<file path="config.mk">
export PLATFORM = sky130hd
export DESIGN_NAME = sif_ctrl
export DESIGN_NICKNAME = d
export VERILOG_FILES = /design/src/rtl/core/sif_pkg.sv /design/src/rtl/core/sif_ctrl.sv
export SDC_FILE = /design/constraint.sdc
export NUM_CORES = 1
export LEC_CHECK = 0
export ABC_CLOCK_PERIOD_IN_PS = 2050
export BUFFER_PORTS_ARGS = -buffer_cell sky130_fd_sc_hd__buf_2
export CAP_MARGIN = 0
export CORE_AREA = 4 4 41 43
export DETAILED_ROUTE_END_ITERATION = 10
export DIE_AREA = 0 0 45 47
export GPL_TIMING_DRIVEN = 1
export PLACE_DENSITY = 0.72
export SETUP_SLACK_MARGIN = 0.3
export SLEW_MARGIN = 5
export SYNTH_ARGS = -nofsm -noshare
export SYNTH_HDL_FRONTEND = slang
export SYNTH_SLANG_ARGS = --single-unit
</file>
<file path="constraint.sdc">
create_clock -name clk -period 2.05 [get_ports clk]
set_input_delay 0.1025 -clock clk [delete_from_list [all_inputs] [get_ports clk]]
set_output_delay 0.1025 -clock clk [all_outputs]
set_load 0.01 [all_outputs]
</file>
<file path="src/rtl/core/sif_pkg.sv">
`default_nettype none

package sif_pkg;

	localparam int TAPS        = 29;
	localparam int FACTOR_A    = 14;
	localparam int FACTOR_B    = 8;
	localparam int SPACING     = FACTOR_A * FACTOR_B;
	localparam int DEPTH       = (TAPS - 1) * SPACING + 1;
	localparam int COEF_COUNT  = 29;
	localparam int FRAC_BITS   = 17;

	localparam int SAMPLE_W    = 16;
	localparam int COEF_W      = 18;
	localparam int COEF_IDX_W  = 6;
	localparam int PROD_W      = SAMPLE_W + COEF_W;
	localparam int ACC_W       = 40;
	localparam int PTR_W       = $clog2(DEPTH);
	localparam int FILL_W      = $clog2(DEPTH + 1);
	localparam int BACK_W      = $clog2(TAPS * SPACING + 1);
	localparam int TAP_W       = $clog2(TAPS);

	typedef struct packed {
		logic             accept;
		logic             rd_en;
		logic [TAP_W-1:0] tap;
		logic             out_load;
	} sif_cmd_t;

	typedef struct packed {
		logic pipe_busy;
		logic out_free;
	} sif_status_t;

	// q0.17 symmetric set, taps beyond the set read as zero
	function automatic logic signed [COEF_W-1:0] coef_lookup(input logic [COEF_IDX_W-1:0] k);
		logic signed [COEF_W-1:0] c;
		case (k)
			6'd0:    c = -18'sd33;
			6'd1:    c = -18'sd743;
			6'd2:    c = -18'sd1957;
			6'd3:    c = -18'sd2893;
			6'd4:    c = -18'sd2183;
			6'd5:    c = 18'sd566;
			6'd6:    c = 18'sd3573;
			6'd7:    c = 18'sd3678;
			6'd8:    c = -18'sd667;
			6'd9:    c = -18'sd6672;
			6'd10:   c = -18'sd7950;
			6'd11:   c = 18'sd705;
			6'd12:   c = 18'sd18042;
			6'd13:   c = 18'sd35585;
			6'd14:   c = 18'sd42977;
			6'd15:   c = 18'sd35585;
			6'd16:   c = 18'sd18042;
			6'd17:   c = 18'sd705;
			6'd18:   c = -18'sd7950;
			6'd19:   c = -18'sd6672;
			6'd20:   c = -18'sd667;
			6'd21:   c = 18'sd3678;
			6'd22:   c = 18'sd3573;
			6'd23:   c = 18'sd566;
			6'd24:   c = -18'sd2183;
			6'd25:   c = -18'sd2893;
			6'd26:   c = -18'sd1957;
			6'd27:   c = -18'sd743;
			6'd28:   c = -18'sd33;
			default: c = '0;
		endcase
		return c;
	endfunction

endpackage

`default_nettype wire

</file>
<file path="src/rtl/core/sif_ctrl.sv">
`default_nettype none

module sif_ctrl (
	input  wire logic                 clk,
	input  wire logic                 arst_n,
	input  wire logic                 s_tvalid,
	output logic                      s_tready,
	output sif_pkg::sif_cmd_t         cmd,
	input  wire sif_pkg::sif_status_t st
);

	import sif_pkg::*;

	typedef enum logic [1:0] {
		IDLE,
		RUN,
		DRAIN,
		PUSH
	} state_t;

	state_t           state_q;
	logic             ready_q;
	logic [TAP_W-1:0] tap_q;

	assign s_tready = ready_q;

	always_comb begin
		cmd.accept   = s_tvalid && ready_q;
		cmd.rd_en    = (state_q == RUN);
		cmd.tap      = tap_q;
		cmd.out_load = (state_q == PUSH) && st.out_free;
	end

	always_ff @(posedge clk or negedge arst_n) begin
		if (!arst_n) begin
			state_q <= IDLE;
			ready_q <= 1'b1;
			tap_q   <= '0;
		end else begin
			case (state_q)
				IDLE: begin
					if (s_tvalid && ready_q) begin
						ready_q <= 1'b0;
						tap_q   <= '0;
						state_q <= RUN;
					end
				end
				RUN: begin
					if (tap_q == TAP_W'(TAPS - 1)) begin
						state_q <= DRAIN;
					end else begin
						tap_q <= tap_q + 1'b1;
					end
				end
				DRAIN: begin
					if (!st.pipe_busy) begin
						state_q <= PUSH;
					end
				end
				PUSH: begin
					if (st.out_free) begin
						ready_q <= 1'b1;
						state_q <= IDLE;
					end
				end
				default: begin
					ready_q <= 1'b1;
					state_q <= IDLE;
				end
			endcase
		end
	end

`ifndef SYNTHESIS
	a_first_tap: assert property (@(posedge clk) disable iff (!arst_n)
		cmd.accept |=> (cmd.rd_en && tap_q == '0))
		else $error("tap sweep did not start after accept");

	a_no_read_when_ready: assert property (@(posedge clk) disable iff (!arst_n)
		cmd.rd_en |-> !s_tready)
		else $error("tap read while accepting");

	a_load_after_drain: assert property (@(posedge clk) disable iff (!arst_n)
		cmd.out_load |-> (!st.pipe_busy && st.out_free))
		else $error("result loaded before pipeline drained or output free");

	a_ready_after_load: assert property (@(posedge clk) disable iff (!arst_n)
		cmd.out_load |=> s_tready)
		else $error("not ready after result load");
`endif

endmodule

`default_nettype wire

</file>
# After elaboration in Yosys (flattened, before gate mapping)
# Cells that the tools add are included.
word_totals:
  in_bits: 5
  word_cells: 32
  reg_bits: 8
  out_inout_bits: 9
classes:
  n_addsub: 1
  mux: 11
  n_reduce_logical: 8
  eq_ne: 9
ops:
  columns: ["op", "count"]
  rows:
  - ["$mux 5", 2]
  - ["$pmux 5 s2", 1]
  - ["$mux 2", 4]
  - ["$ne 2x2->1 const B", 4]
  - ["$pmux 2 s4", 1]
  - ["$reduce_and 3->1", 2]
  - ["$add 5x1->5 const B", 1]
  - ["$eq 5x5->1 const B", 1]
  - ["$eq 2x2->1 const B", 2]
  - ["$reduce_and 4->1", 1]
  - ["$reduce_bool 2->1", 2]
  - ["$eq 2x1->1 const B", 1]
  - ["$logic_and 1x1->1", 2]
  - ["$logic_not 2->1", 1]
  - ["$mux 1", 2]
  - ["$ne 2x1->1 const B", 1]
  - ["$pmux 1 s2", 1]

# Depth between registers and ports, before layout
# Gate-level depths: netlist of the first run.
logic_depth:
  ltp_word: 3
  ltp_mapped: 7

# Worst setup path after synthesis of the first run
# OpenSTA, ideal clock, no wires.
synth_timing:
  path_type: "register to register"
  startpoint: "register state_q[0]"
  endpoint: "register state_q[1]"
  period_less_slack_ps: 1798
  t_required_ps: 1922
  arrival_ps: 1671
  setup_slack_ps: 252
  stages_incl_launch_ff: 8
  n_path_buf: 1
  path_cell_list: "dfrtp_1 inv_1 ha_1 buf_4 a21boi_2 a221o_1 a21oi_2 mux2_1"
synth_between:
  elab_chain_cells: 3
  word_cells_on_any_way: 10
synth_rtl:
  columns: ["element", "line_no", "source"]
  rows:
  - ["start, declared", "sif_ctrl.sv:21", "state_t state_q;"]
  - ["start signal, assigned", "sif_ctrl.sv:36", "state_q <= IDLE;"]
  - ["start signal, assigned", "sif_ctrl.sv:45", "state_q <= RUN;"]
  - ["start signal, assigned", "sif_ctrl.sv:50", "state_q <= DRAIN;"]
  - ["$eq 2x2->1 (tied with other cells)", "sif_ctrl.sv:40", "case (state_q)"]
  - ["$ne 2x2->1 (no line) or $ne 2x1->1 (tied branches)", null, null]
  - ["$reduce_and 4->1 (no line)", null, null]
# Several ways; a longest one is shown, not always the timed one.
# A chain may end at the register's enable or synchronous reset.

# Final worst setup path of the first run
layout_timing:
  startpoint: "register tap_q[0]"
  endpoint: "register state_q[1]"
layout_between:
  elab_chain_cells: 3
layout_rtl:
  columns: ["element", "line_no", "source"]
  rows:
  - ["start, declared", "sif_ctrl.sv:23", "logic [TAP_W-1:0] tap_q;"]
  - ["start signal, assigned", "sif_ctrl.sv:52", "tap_q <= tap_q + 1'b1;"]
  - ["$eq 5x5->1", "sif_ctrl.sv:49", "if (tap_q == TAP_W'(TAPS - 1)) begin"]
  - ["$ne 2x1->1 (no line)", null, null]
  - ["$reduce_and 4->1 (no line)", null, null]
  - ["end signal, assigned", "sif_ctrl.sv:45", null]
  - ["end signal, assigned", "sif_ctrl.sv:50", null]
  - ["end signal, assigned", "sif_ctrl.sv:57", "state_q <= PUSH;"]
# Every way passes these cells.

==> impl_metrics.sql, run 1 <==
INSERT INTO impl_metrics (metric_group, metric, value, unit) VALUES
('finish', 'final_cell_mix', 'sky130_fd_sc_hd__buf_2, sky130_fd_sc_hd__o21ai_0, sky130_fd_sc_hd__dfrtp_1', ''),
('yosys', 'avgSynthCellArea', '9.21', 'um^2'),
('die', 'core.rowCount', '13', ''),
('placement', 'placed_cells', '92', ''),
('cts', 'clock_tree.htree_level_count', '1', ''),
('yosys', 'yosysUniqueCellTypes', '32', ''),
('drt', 'route.detailed.wl_per_inst', '14.4', 'um'),
('timing', 'grt_setup_unrepaired', 'no', ''),
('cts', 'clk_pin_slew_worst_paths', '0.05', 'ns'),
('cts', 'tritoncts.num_buffers', '3', ''),
('worst_setup_path', 'timing.reg2reg.setup_slack', '0.36', 'ns'),
('yosys', 'synth.cell_area', '608', 'um^2'),
('yosys', 'yosys_warnings', '0', ''),
('cts', 'cts_buffer_depth', '2', ''),
('power_and_ir_drop', 'vdd.ir_drop.worst', '0.349', 'mV'),
('worst_hold_path', 'holdCritPathClass', 'in2reg', ''),
('yosys', 'seq_total_area_yosys', '0.331', ''),
('cts', 'cts_tree', 'done', ''),
('drt', 'final_antenna_net_count', '0', ''),
('timing', 'layout_worst_path_cycle_share', '0.826', ''),
('timing', 'worst_hold_slack', '0.186', 'ns'),
('worst_setup_path', 'slowest_delay', '0.38', 'ns'),
('run_status', 'outcome', 'completed', ''),
('cts', 'number_of_clock_sinks', '8', ''),
('finish', 'layout.cells.non_filler', '101', ''),
('drt', 'drcViolationCount', '0', ''),
('worst_setup_path', 'critical_path.cell_chain', 'inv_1 > ha_4 > nand4_2 > a221o_1 > a21oi_2 > mux2_4', ''),
('worst_setup_path', 'path_buf_inv', '1', ''),
('timing', 'final_period_minus_worst_setup_slack', '1.69', 'ns'),
('drt', 'post_dr_vias_cell', '6.07', ''),
('finish', 'layout.filler_cells', '119', ''),
('worst_setup_path', 'crit_path_top_delay_cell', 'sky130_fd_sc_hd__dfrtp_1', ''),
('grt', 'grt_pass1_vias', '572', ''),
('placement', 'place.detailed.hpwl', '985', 'um'),
('finish', 'final_design_area_no_fill', '783', 'um^2'),
('timing', 'hold_violations', '0', ''),
('worst_setup_path', 'worst_ep_arrival', '1.84', 'ns'),
('die', 'design.core.area', '1300', 'um^2'),
('yosys', 'syn_nets', '78', ''),
('placement', 'finalWeightedCongestion', '0.843', ''),
('finish', 'area_growth_syn_to_layout', '28.8', '%'),
('die', 'io_pins', '14', ''),
('timing', 'worst-slew-pin-transition', '0.482', 'ns'),
('yosys', 'synth-seq-cells', '8', ''),
('placement', 'port-buffer-count', '13', ''),
('worst_setup_path', 'worst_ep_required_time', '2.20', 'ns'),
('die', 'overall_die_area', '2120', 'um^2'),
('grt', 'grt_pass1_wl', '2400', 'um'),
('timing', 'slew_headroom', '0.670', ''),
('finish', 'n_antenna_cell', '0', ''),
('timing', 'timing.final.max_slew_violations', '0', ''),
('drt', 'drt-pass1-iter-count', '4', ''),
('timing', 'timing.fmax', '0.591', 'GHz'),
('finish', 'num-nets-final', '99', ''),
('die', 'die_x', '45', 'um'),
('cts', 'worst_skew_pair.late_latency', '0.26', 'ns'),
('power_and_ir_drop', 'power.static_leakage', '0.362', 'nW'),
('grt', 'global_route.overflow_total', '0', ''),
('finish', 'finish.utilization', '0.602', ''),
('drt', 'postRouteWirelength', '1460', 'um'),
('worst_setup_path', 'timing.critical_path.max_delay_family', 'compound AO/OA/AOI/OAI gates', ''),
('timing', 'setup_viol', '0', ''),
('finish', 'post_route_cells_drive_above_1_share', '0.360', ''),
('die', 'floorplan.initialDensity', '0.467', ''),
('drt', 'detail_route.iter0.violations', '28', ''),
('cts', 'cts.root.buffer_cell', 'sky130_fd_sc_hd__clkbuf_4', ''),
('job', 'cap_viol_max_count', '0', ''),
('grt', 'grt_usage', '0.160', ''),
('die', 'die-height', '47', 'um'),
('worst_setup_path', 'worstSetupStartpointType', 'flip-flop', ''),
('power_and_ir_drop', 'cellPowerDensity', '386', 'nW/um^2'),
('timing', 'tns', '0', 'ns'),
('timing', 'fin_skew', '0.00119', 'ns'),
('worst_setup_path', 'critical_path.endpoint_type', 'flip-flop', ''),
('yosys', 'netlist_instances', '66', ''),
('placement', 'placed_area', '683', 'um^2'),
('worst_setup_path', 'worstPathMaxFanout', '3', ''),
('finish', 'mostFrequentLayoutCell', 'sky130_fd_sc_hd__buf_2', ''),
('grt', 'largest_net_degree_at_the_start_of_global_routing', '11', ''),
('drt', 'vias', '613', ''),
('worst_setup_path', 'type_of_the_worst_setup_path', 'reg2reg', ''),
('grt', 'antenna_found_initial', '0', '');
==> per-stage QoR <==
step	total power, mW	worst slack, ns
after CTS	0.305	0.301
after floorplan	0.162	0.303
after detailed placement	0.169	0.225
after global placement	0.169	0.269
after global routing	0.321	0.292
final	0.302	0.357
==> worst reg2reg max path, cell delays in order (launching register included) <==
cell                      delay [ns]
sky130_fd_sc_hd__dfrtp_1        0.38
sky130_fd_sc_hd__inv_1          0.12
sky130_fd_sc_hd__ha_4           0.16
sky130_fd_sc_hd__nand4_2        0.10
sky130_fd_sc_hd__a221o_1        0.36
sky130_fd_sc_hd__a21oi_2        0.16
sky130_fd_sc_hd__mux2_4         0.31
==> worst paths after layout <==
kind | from | to | cells after the start
worst max-delay path | tap_q[0]$_DFFE_PN0P_ | state_q[1]$_DFFE_PN0P_ | 6
max in group asynchronous | arst_n | s_tready$_DFFE_PN1P_ | 2
min in group asynchronous | arst_n | tap_q[4]$_DFFE_PN0P_ | 2
worst min register to register | s_tready$_DFFE_PN1P_ | s_tready$_DFFE_PN1P_ | 2
worst min-delay path | s_tvalid | s_tready$_DFFE_PN1P_ | 4
worst max register to register | tap_q[0]$_DFFE_PN0P_ | state_q[1]$_DFFE_PN0P_ | 6
==> where the power goes <==
part           total [mW]  switching, mW  internal [mW]
clock network       0.134         0.0594         0.0748
logic              0.0101        0.00583        0.00424
registers           0.158              0          0.158
==> cell type report <==
type	count	area (um^2)	share of cell area
tap	15	18.8	0.0240
clock buffer	4	26.3	0.0335
multi-input combinational	46	390	0.498
sequential	8	201	0.257
inverter	9	33.8	0.0431
timing repair buffer	19	113	0.144
==> synthesized netlist by cell type <==
cell type / n / area share
sky130_fd_sc_hd__a21oi_2: 1 / 0.014
sky130_fd_sc_hd__and2_1: 1 / 0.010
sky130_fd_sc_hd__ha_1: 7 / 0.14
sky130_fd_sc_hd__dfstp_2: 1 / 0.043
sky130_fd_sc_hd__nand4b_1: 1 / 0.014
sky130_fd_sc_hd__o31ai_1: 1 / 0.012
sky130_fd_sc_hd__mux2i_1: 1 / 0.016
sky130_fd_sc_hd__o32a_1: 1 / 0.016
sky130_fd_sc_hd__inv_1: 9 / 0.056
sky130_fd_sc_hd__o22ai_1: 1 / 0.010
sky130_fd_sc_hd__nand4_1: 2 / 0.021
sky130_fd_sc_hd__a21o_1: 1 / 0.012
sky130_fd_sc_hd__a2111oi_0: 1 / 0.014
sky130_fd_sc_hd__buf_4: 2 / 0.025
sky130_fd_sc_hd__a21oi_1: 3 / 0.025
sky130_fd_sc_hd__a211o_1: 1 / 0.014
sky130_fd_sc_hd__nor4_1: 1 / 0.010
sky130_fd_sc_hd__mux2_1: 1 / 0.019
sky130_fd_sc_hd__nand4_2: 1 / 0.021
sky130_fd_sc_hd__clkbuf_1: 1 / 0.0062
sky130_fd_sc_hd__and4_1: 1 / 0.014
sky130_fd_sc_hd__o31a_1: 1 / 0.014
sky130_fd_sc_hd__o41ai_1: 1 / 0.014
sky130_fd_sc_hd__a211oi_1: 1 / 0.012
sky130_fd_sc_hd__o21ai_0: 7 / 0.058
sky130_fd_sc_hd__a221o_1: 1 / 0.016
sky130_fd_sc_hd__nand2_1: 4 / 0.025
sky130_fd_sc_hd__nor2_1: 2 / 0.012
sky130_fd_sc_hd__a221oi_1: 1 / 0.014
sky130_fd_sc_hd__dfrtp_1: 7 / 0.29
sky130_fd_sc_hd__a21boi_2: 1 / 0.019
sky130_fd_sc_hd__nand3_1: 1 / 0.0082
==> registers in the layout, summed over array words and instances, names as in the netlist <==
register	count
s_tready	1
tap_q	5
state_q	2
==> metal layers <==
| metal | wire [um] | track usage | up-vias | part of all wire |
|---|---|---|---|---|
| met5 | 0 | 0 | - | 0 |
| met1 | 638 | 0.188 | 285 | 0.44 |
| met2 | 649 | 0.263 | 38 | 0.45 |
| met3 | 162 | 0.0690 | 2 | 0.11 |
| li1 | - | - | 288 | - |
| met4 | 6 | 0.0526 | 0 | 0.0041 |
==> repair_timing <==
action | in CTS | in global routing
endpoints found under the hold margin | 8 | 0
resized for setup | 2 | 5
buffers inserted | 4 | 0
endpoints found under the setup margin | 1 | 1
hold buffers | 1 | 0
pin swaps | 1 | 1
==> cells by family after synthesis <==
kind of cell,Yosys count,synth area share
muxes,2,0.0350
adders and majority gates,7,0.144
buffers and inverters,12,0.0864
AOI/OAI and AO/OA,23,0.268
and+or+nand+nor,14,0.136
DFF,8,0.331
No activity file was read; power rests on OpenSTA's default activity.
==> inputs of run 2 (changes only) <==
--- a/config.mk
+++ b/config.mk
@@ -5,7 +5,7 @@
 export SDC_FILE = /design/constraint.sdc
 export NUM_CORES = 1
 export LEC_CHECK = 0
-export ABC_CLOCK_PERIOD_IN_PS = 2050
+export ABC_CLOCK_PERIOD_IN_PS = 1610
 export BUFFER_PORTS_ARGS = -buffer_cell sky130_fd_sc_hd__buf_2
 export CAP_MARGIN = 0
 export CORE_AREA = 4 4 41 43
==> constraint.sdc (replaced) <==
create_clock -name clk -period 1.61 [get_ports clk]
set_input_delay 0.0805 -clock clk [delete_from_list [all_inputs] [get_ports clk]]
set_output_delay 0.0805 -clock clk [all_outputs]
set_load 0.01 [all_outputs]
==> impl_metrics.sql, run 2 (synthesis results as in run 1) <==
INSERT INTO impl_metrics (metric_group, metric, value, unit) VALUES
('timing', 'fin_skew', '0.000979', 'ns'),
('finish', 'finish.utilization', '0.835', ''),
('worst_setup_path', 'timing.critical_path.max_delay_family', 'compound AO/OA/AOI/OAI gates', ''),
('placement', 'port-buffer-count', '13', ''),
('drt', 'drt-pass1-iter-count', '4', ''),
('grt', 'largest_net_degree_at_the_start_of_global_routing', '11', ''),
('timing', 'hold_violations', '0', ''),
('worst_setup_path', 'type_of_the_worst_setup_path', 'reg2reg', ''),
('finish', 'n_antenna_cell', '0', ''),
('power_and_ir_drop', 'cellPowerDensity', '351', 'nW/um^2'),
('worst_setup_path', 'crit_path_top_delay_cell', 'sky130_fd_sc_hd__dfrtp_1', ''),
('grt', 'antenna_found_initial', '0', ''),
('power_and_ir_drop', 'clkPwrFrac', '0.435', ''),
('drt', 'detail_route.iter0.violations', '19', ''),
('finish', 'largest_register_ffs', '5', ''),
('die', 'overall_die_area', '2120', 'um^2'),
('cts', 'cts_buffer_depth', '2', ''),
('cts', 'tritoncts.num_buffers', '3', ''),
('drt', 'drcViolationCount', '0', ''),
('finish', 'max_flop_register', 'tap_q', ''),
('placement', 'place.detailed.hpwl', '1170', 'um'),
('worst_setup_path', 'worst_ep_required_time', '1.75', 'ns'),
('finish', 'area_growth_syn_to_layout', '78.6', '%'),
('worst_setup_path', 'critical_path.cell_chain', 'inv_2 > ha_4 > a21boi_4 > a221o_1 > buf_4 > o32a_1', ''),
('timing', 'timing.final.max_slew_violations', '0', ''),
('grt', 'global_route.overflow_total', '0', ''),
('power_and_ir_drop', 'switchingPower', '0.0800', 'mW'),
('cts', 'worst_skew_pair.late_latency', '0.26', 'ns'),
('drt', 'route.detailed.wl_per_inst', '18.1', 'um'),
('power_and_ir_drop', 'p_int', '0.302', 'mW'),
('die', 'design.core.area', '1300', 'um^2'),
('drt', 'postRouteWirelength', '2200', 'um'),
('die', 'core.rowCount', '13', ''),
('run_status', 'outcome', 'finished with violations', ''),
('worst_setup_path', 'slowest_delay', '0.40', 'ns'),
('timing', 'worst-slew-pin-transition', '0.208', 'ns'),
('run_status', 'violations', 'setup timing', ''),
('finish', 'num-nets-final', '120', ''),
('job', 'cap_viol_max_count', '0', ''),
('grt', 'grt_pass1_vias', '641', ''),
('worst_setup_path', 'worst_ep_arrival', '1.82', 'ns'),
('power_and_ir_drop', 'power_frac_seq', '0.527', ''),
('drt', 'post_dr_vias_cell', '5.99', ''),
('die', 'die_x', '45', 'um'),
('cts', 'clk_pin_slew_worst_paths', '0.05', 'ns'),
('cts', 'cts_tree', 'done', ''),
('worst_setup_path', 'path_buf_inv', '2', ''),
('die', 'io_pins', '14', ''),
('power_and_ir_drop', 'vdd.ir_drop.worst', '0.388', 'mV'),
('finish', 'post_route_cells_drive_above_1_share', '0.636', ''),
('finish', 'final_cell_mix', 'sky130_fd_sc_hd__buf_4, sky130_fd_sc_hd__buf_2, sky130_fd_sc_hd__dfrtp_1', ''),
('die', 'die-height', '47', 'um'),
('timing', 'setup_viol', '2', ''),
('grt', 'grt_pass1_wl', '2880', 'um'),
('power_and_ir_drop', 'p_comb_frac', '0.038', ''),
('power_and_ir_drop', 'p_total', '0.382', 'mW'),
('die', 'floorplan.initialDensity', '0.467', ''),
('drt', 'final_antenna_net_count', '0', ''),
('worst_setup_path', 'worstSetupStartpointType', 'flip-flop', ''),
('power_and_ir_drop', 'sw_frac_of_total', '0.210', ''),
('placement', 'finalWeightedCongestion', '0.876', ''),
('worst_setup_path', 'critical_path.endpoint_type', 'flip-flop', ''),
('timing', 'final_period_minus_worst_setup_slack', '1.68', 'ns'),
('power_and_ir_drop', 'power.static_leakage', '0.481', 'nW'),
('timing', 'grt_setup_unrepaired', 'yes', ''),
('timing', 'slew_headroom', '0.857', ''),
('placement', 'place_ws', '-0.0742', 'ns'),
('cts', 'clock_tree.htree_level_count', '1', ''),
('cts', 'number_of_clock_sinks', '8', ''),
('worst_setup_path', 'worstPathMaxFanout', '3', ''),
('finish', 'mostFrequentLayoutCell', 'sky130_fd_sc_hd__buf_4', ''),
('worst_hold_path', 'holdCritPathClass', 'in2reg', ''),
('cts', 'cts.root.buffer_cell', 'sky130_fd_sc_hd__clkbuf_4', ''),
('drt', 'vias', '731', ''),
('timing', 'timing.fmax', '0.596', 'GHz'),
('grt', 'grt_usage', '0.194', ''),
('timing', 'layout_worst_path_cycle_share', '1.04', ''),
('timing', 'post-route-worst-setup-slack', '-0.0684', 'ns');
## run 2: cell count changes in the layout (fill, tap and decap cells not counted), moves of 4 or more
cell and change:
sky130_fd_sc_hd__buf_4 +16, sky130_fd_sc_hd__buf_6 +4, sky130_fd_sc_hd__o21ai_0 -5, sky130_fd_sc_hd__o21ai_1 +4
## run 2: routing by layer
layer  GRT usage  part of all wire  wire length, um
met1       0.213              0.38              847
met2       0.353              0.51             1120
met3      0.0690             0.060              132
met4      0.0526             0.048              106
met5           0                 0                0
## run 2: path summary, 6_finish.rpt
| kind | start | slack, ns | to | cells past startpoint |
|---|---|---|---|---|
| setup / recovery | state_q[1]$_DFFE_PN0P_ | -0.07 | state_q[0]$_DFFE_PN0P_ | 6 |
| hold / removal | st[1] | 0.18 | state_q[0]$_DFFE_PN0P_ | 3 |
| setup reg to reg | state_q[1]$_DFFE_PN0P_ | -0.07 | state_q[0]$_DFFE_PN0P_ | 6 |
| hold reg to reg | tap_q[0]$_DFFE_PN0P_ | 0.58 | tap_q[0]$_DFFE_PN0P_ | 2 |
| max in group asynchronous | arst_n | 1.18 | s_tready$_DFFE_PN1P_ | 2 |
| min in group asynchronous | arst_n | 0.20 | tap_q[4]$_DFFE_PN0P_ | 2 |
## run 2: tightest hold or removal path, delay by kind of cell
kind	cells	cell delay (ns)
AOI/OAI and AO/OA	2	0.23
buffers and inverters	1	0.09
## run 2: power by group through the flow
stage / Sequential [mW] / Combinational, mW / Clock (mW)
finish: 0.201 / 0.0144 / 0.166
detailed placement: 0.205 / 0.0113 / 0
CTS: 0.201 / 0.0138 / 0.168
global route: 0.201 / 0.0156 / 0.180
global placement: 0.205 / 0.0112 / 0
floorplan: 0.205 / 0.000832 / 0
## run 2: area by class of cell
type	instances	area (um^2)
multi-input cells	46	478
repair buffers	40	323
fillers	69	215
flip-flops and latches	8	204
inverters	9	36.3
clock buffers	4	26.3
well taps	15	18.8
## run 2: what timing repair did
action,CTS,global route
gates cloned,0,1
buffers inserted,6,5
hold endpoints to repair,8,0
hold buffers,1,0
gates resized for setup,26,11
pin swaps,6,5
endpoints found under the setup margin,9,10
## run 2: per-stage QoR
stage	std cells	area (um^2)	hold slack [ns]	setup TNS [ns]
floorplan	66	646	-0.215	-0.0987
global placement	105	802	-0.0685	-0.0227
detailed placement	105	802	-0.0669	-0.0742
CTS	116	981	0.176	-0.0324
global route	122	1090	0.194	-0.234
finish	122	1090	0.182	-0.132
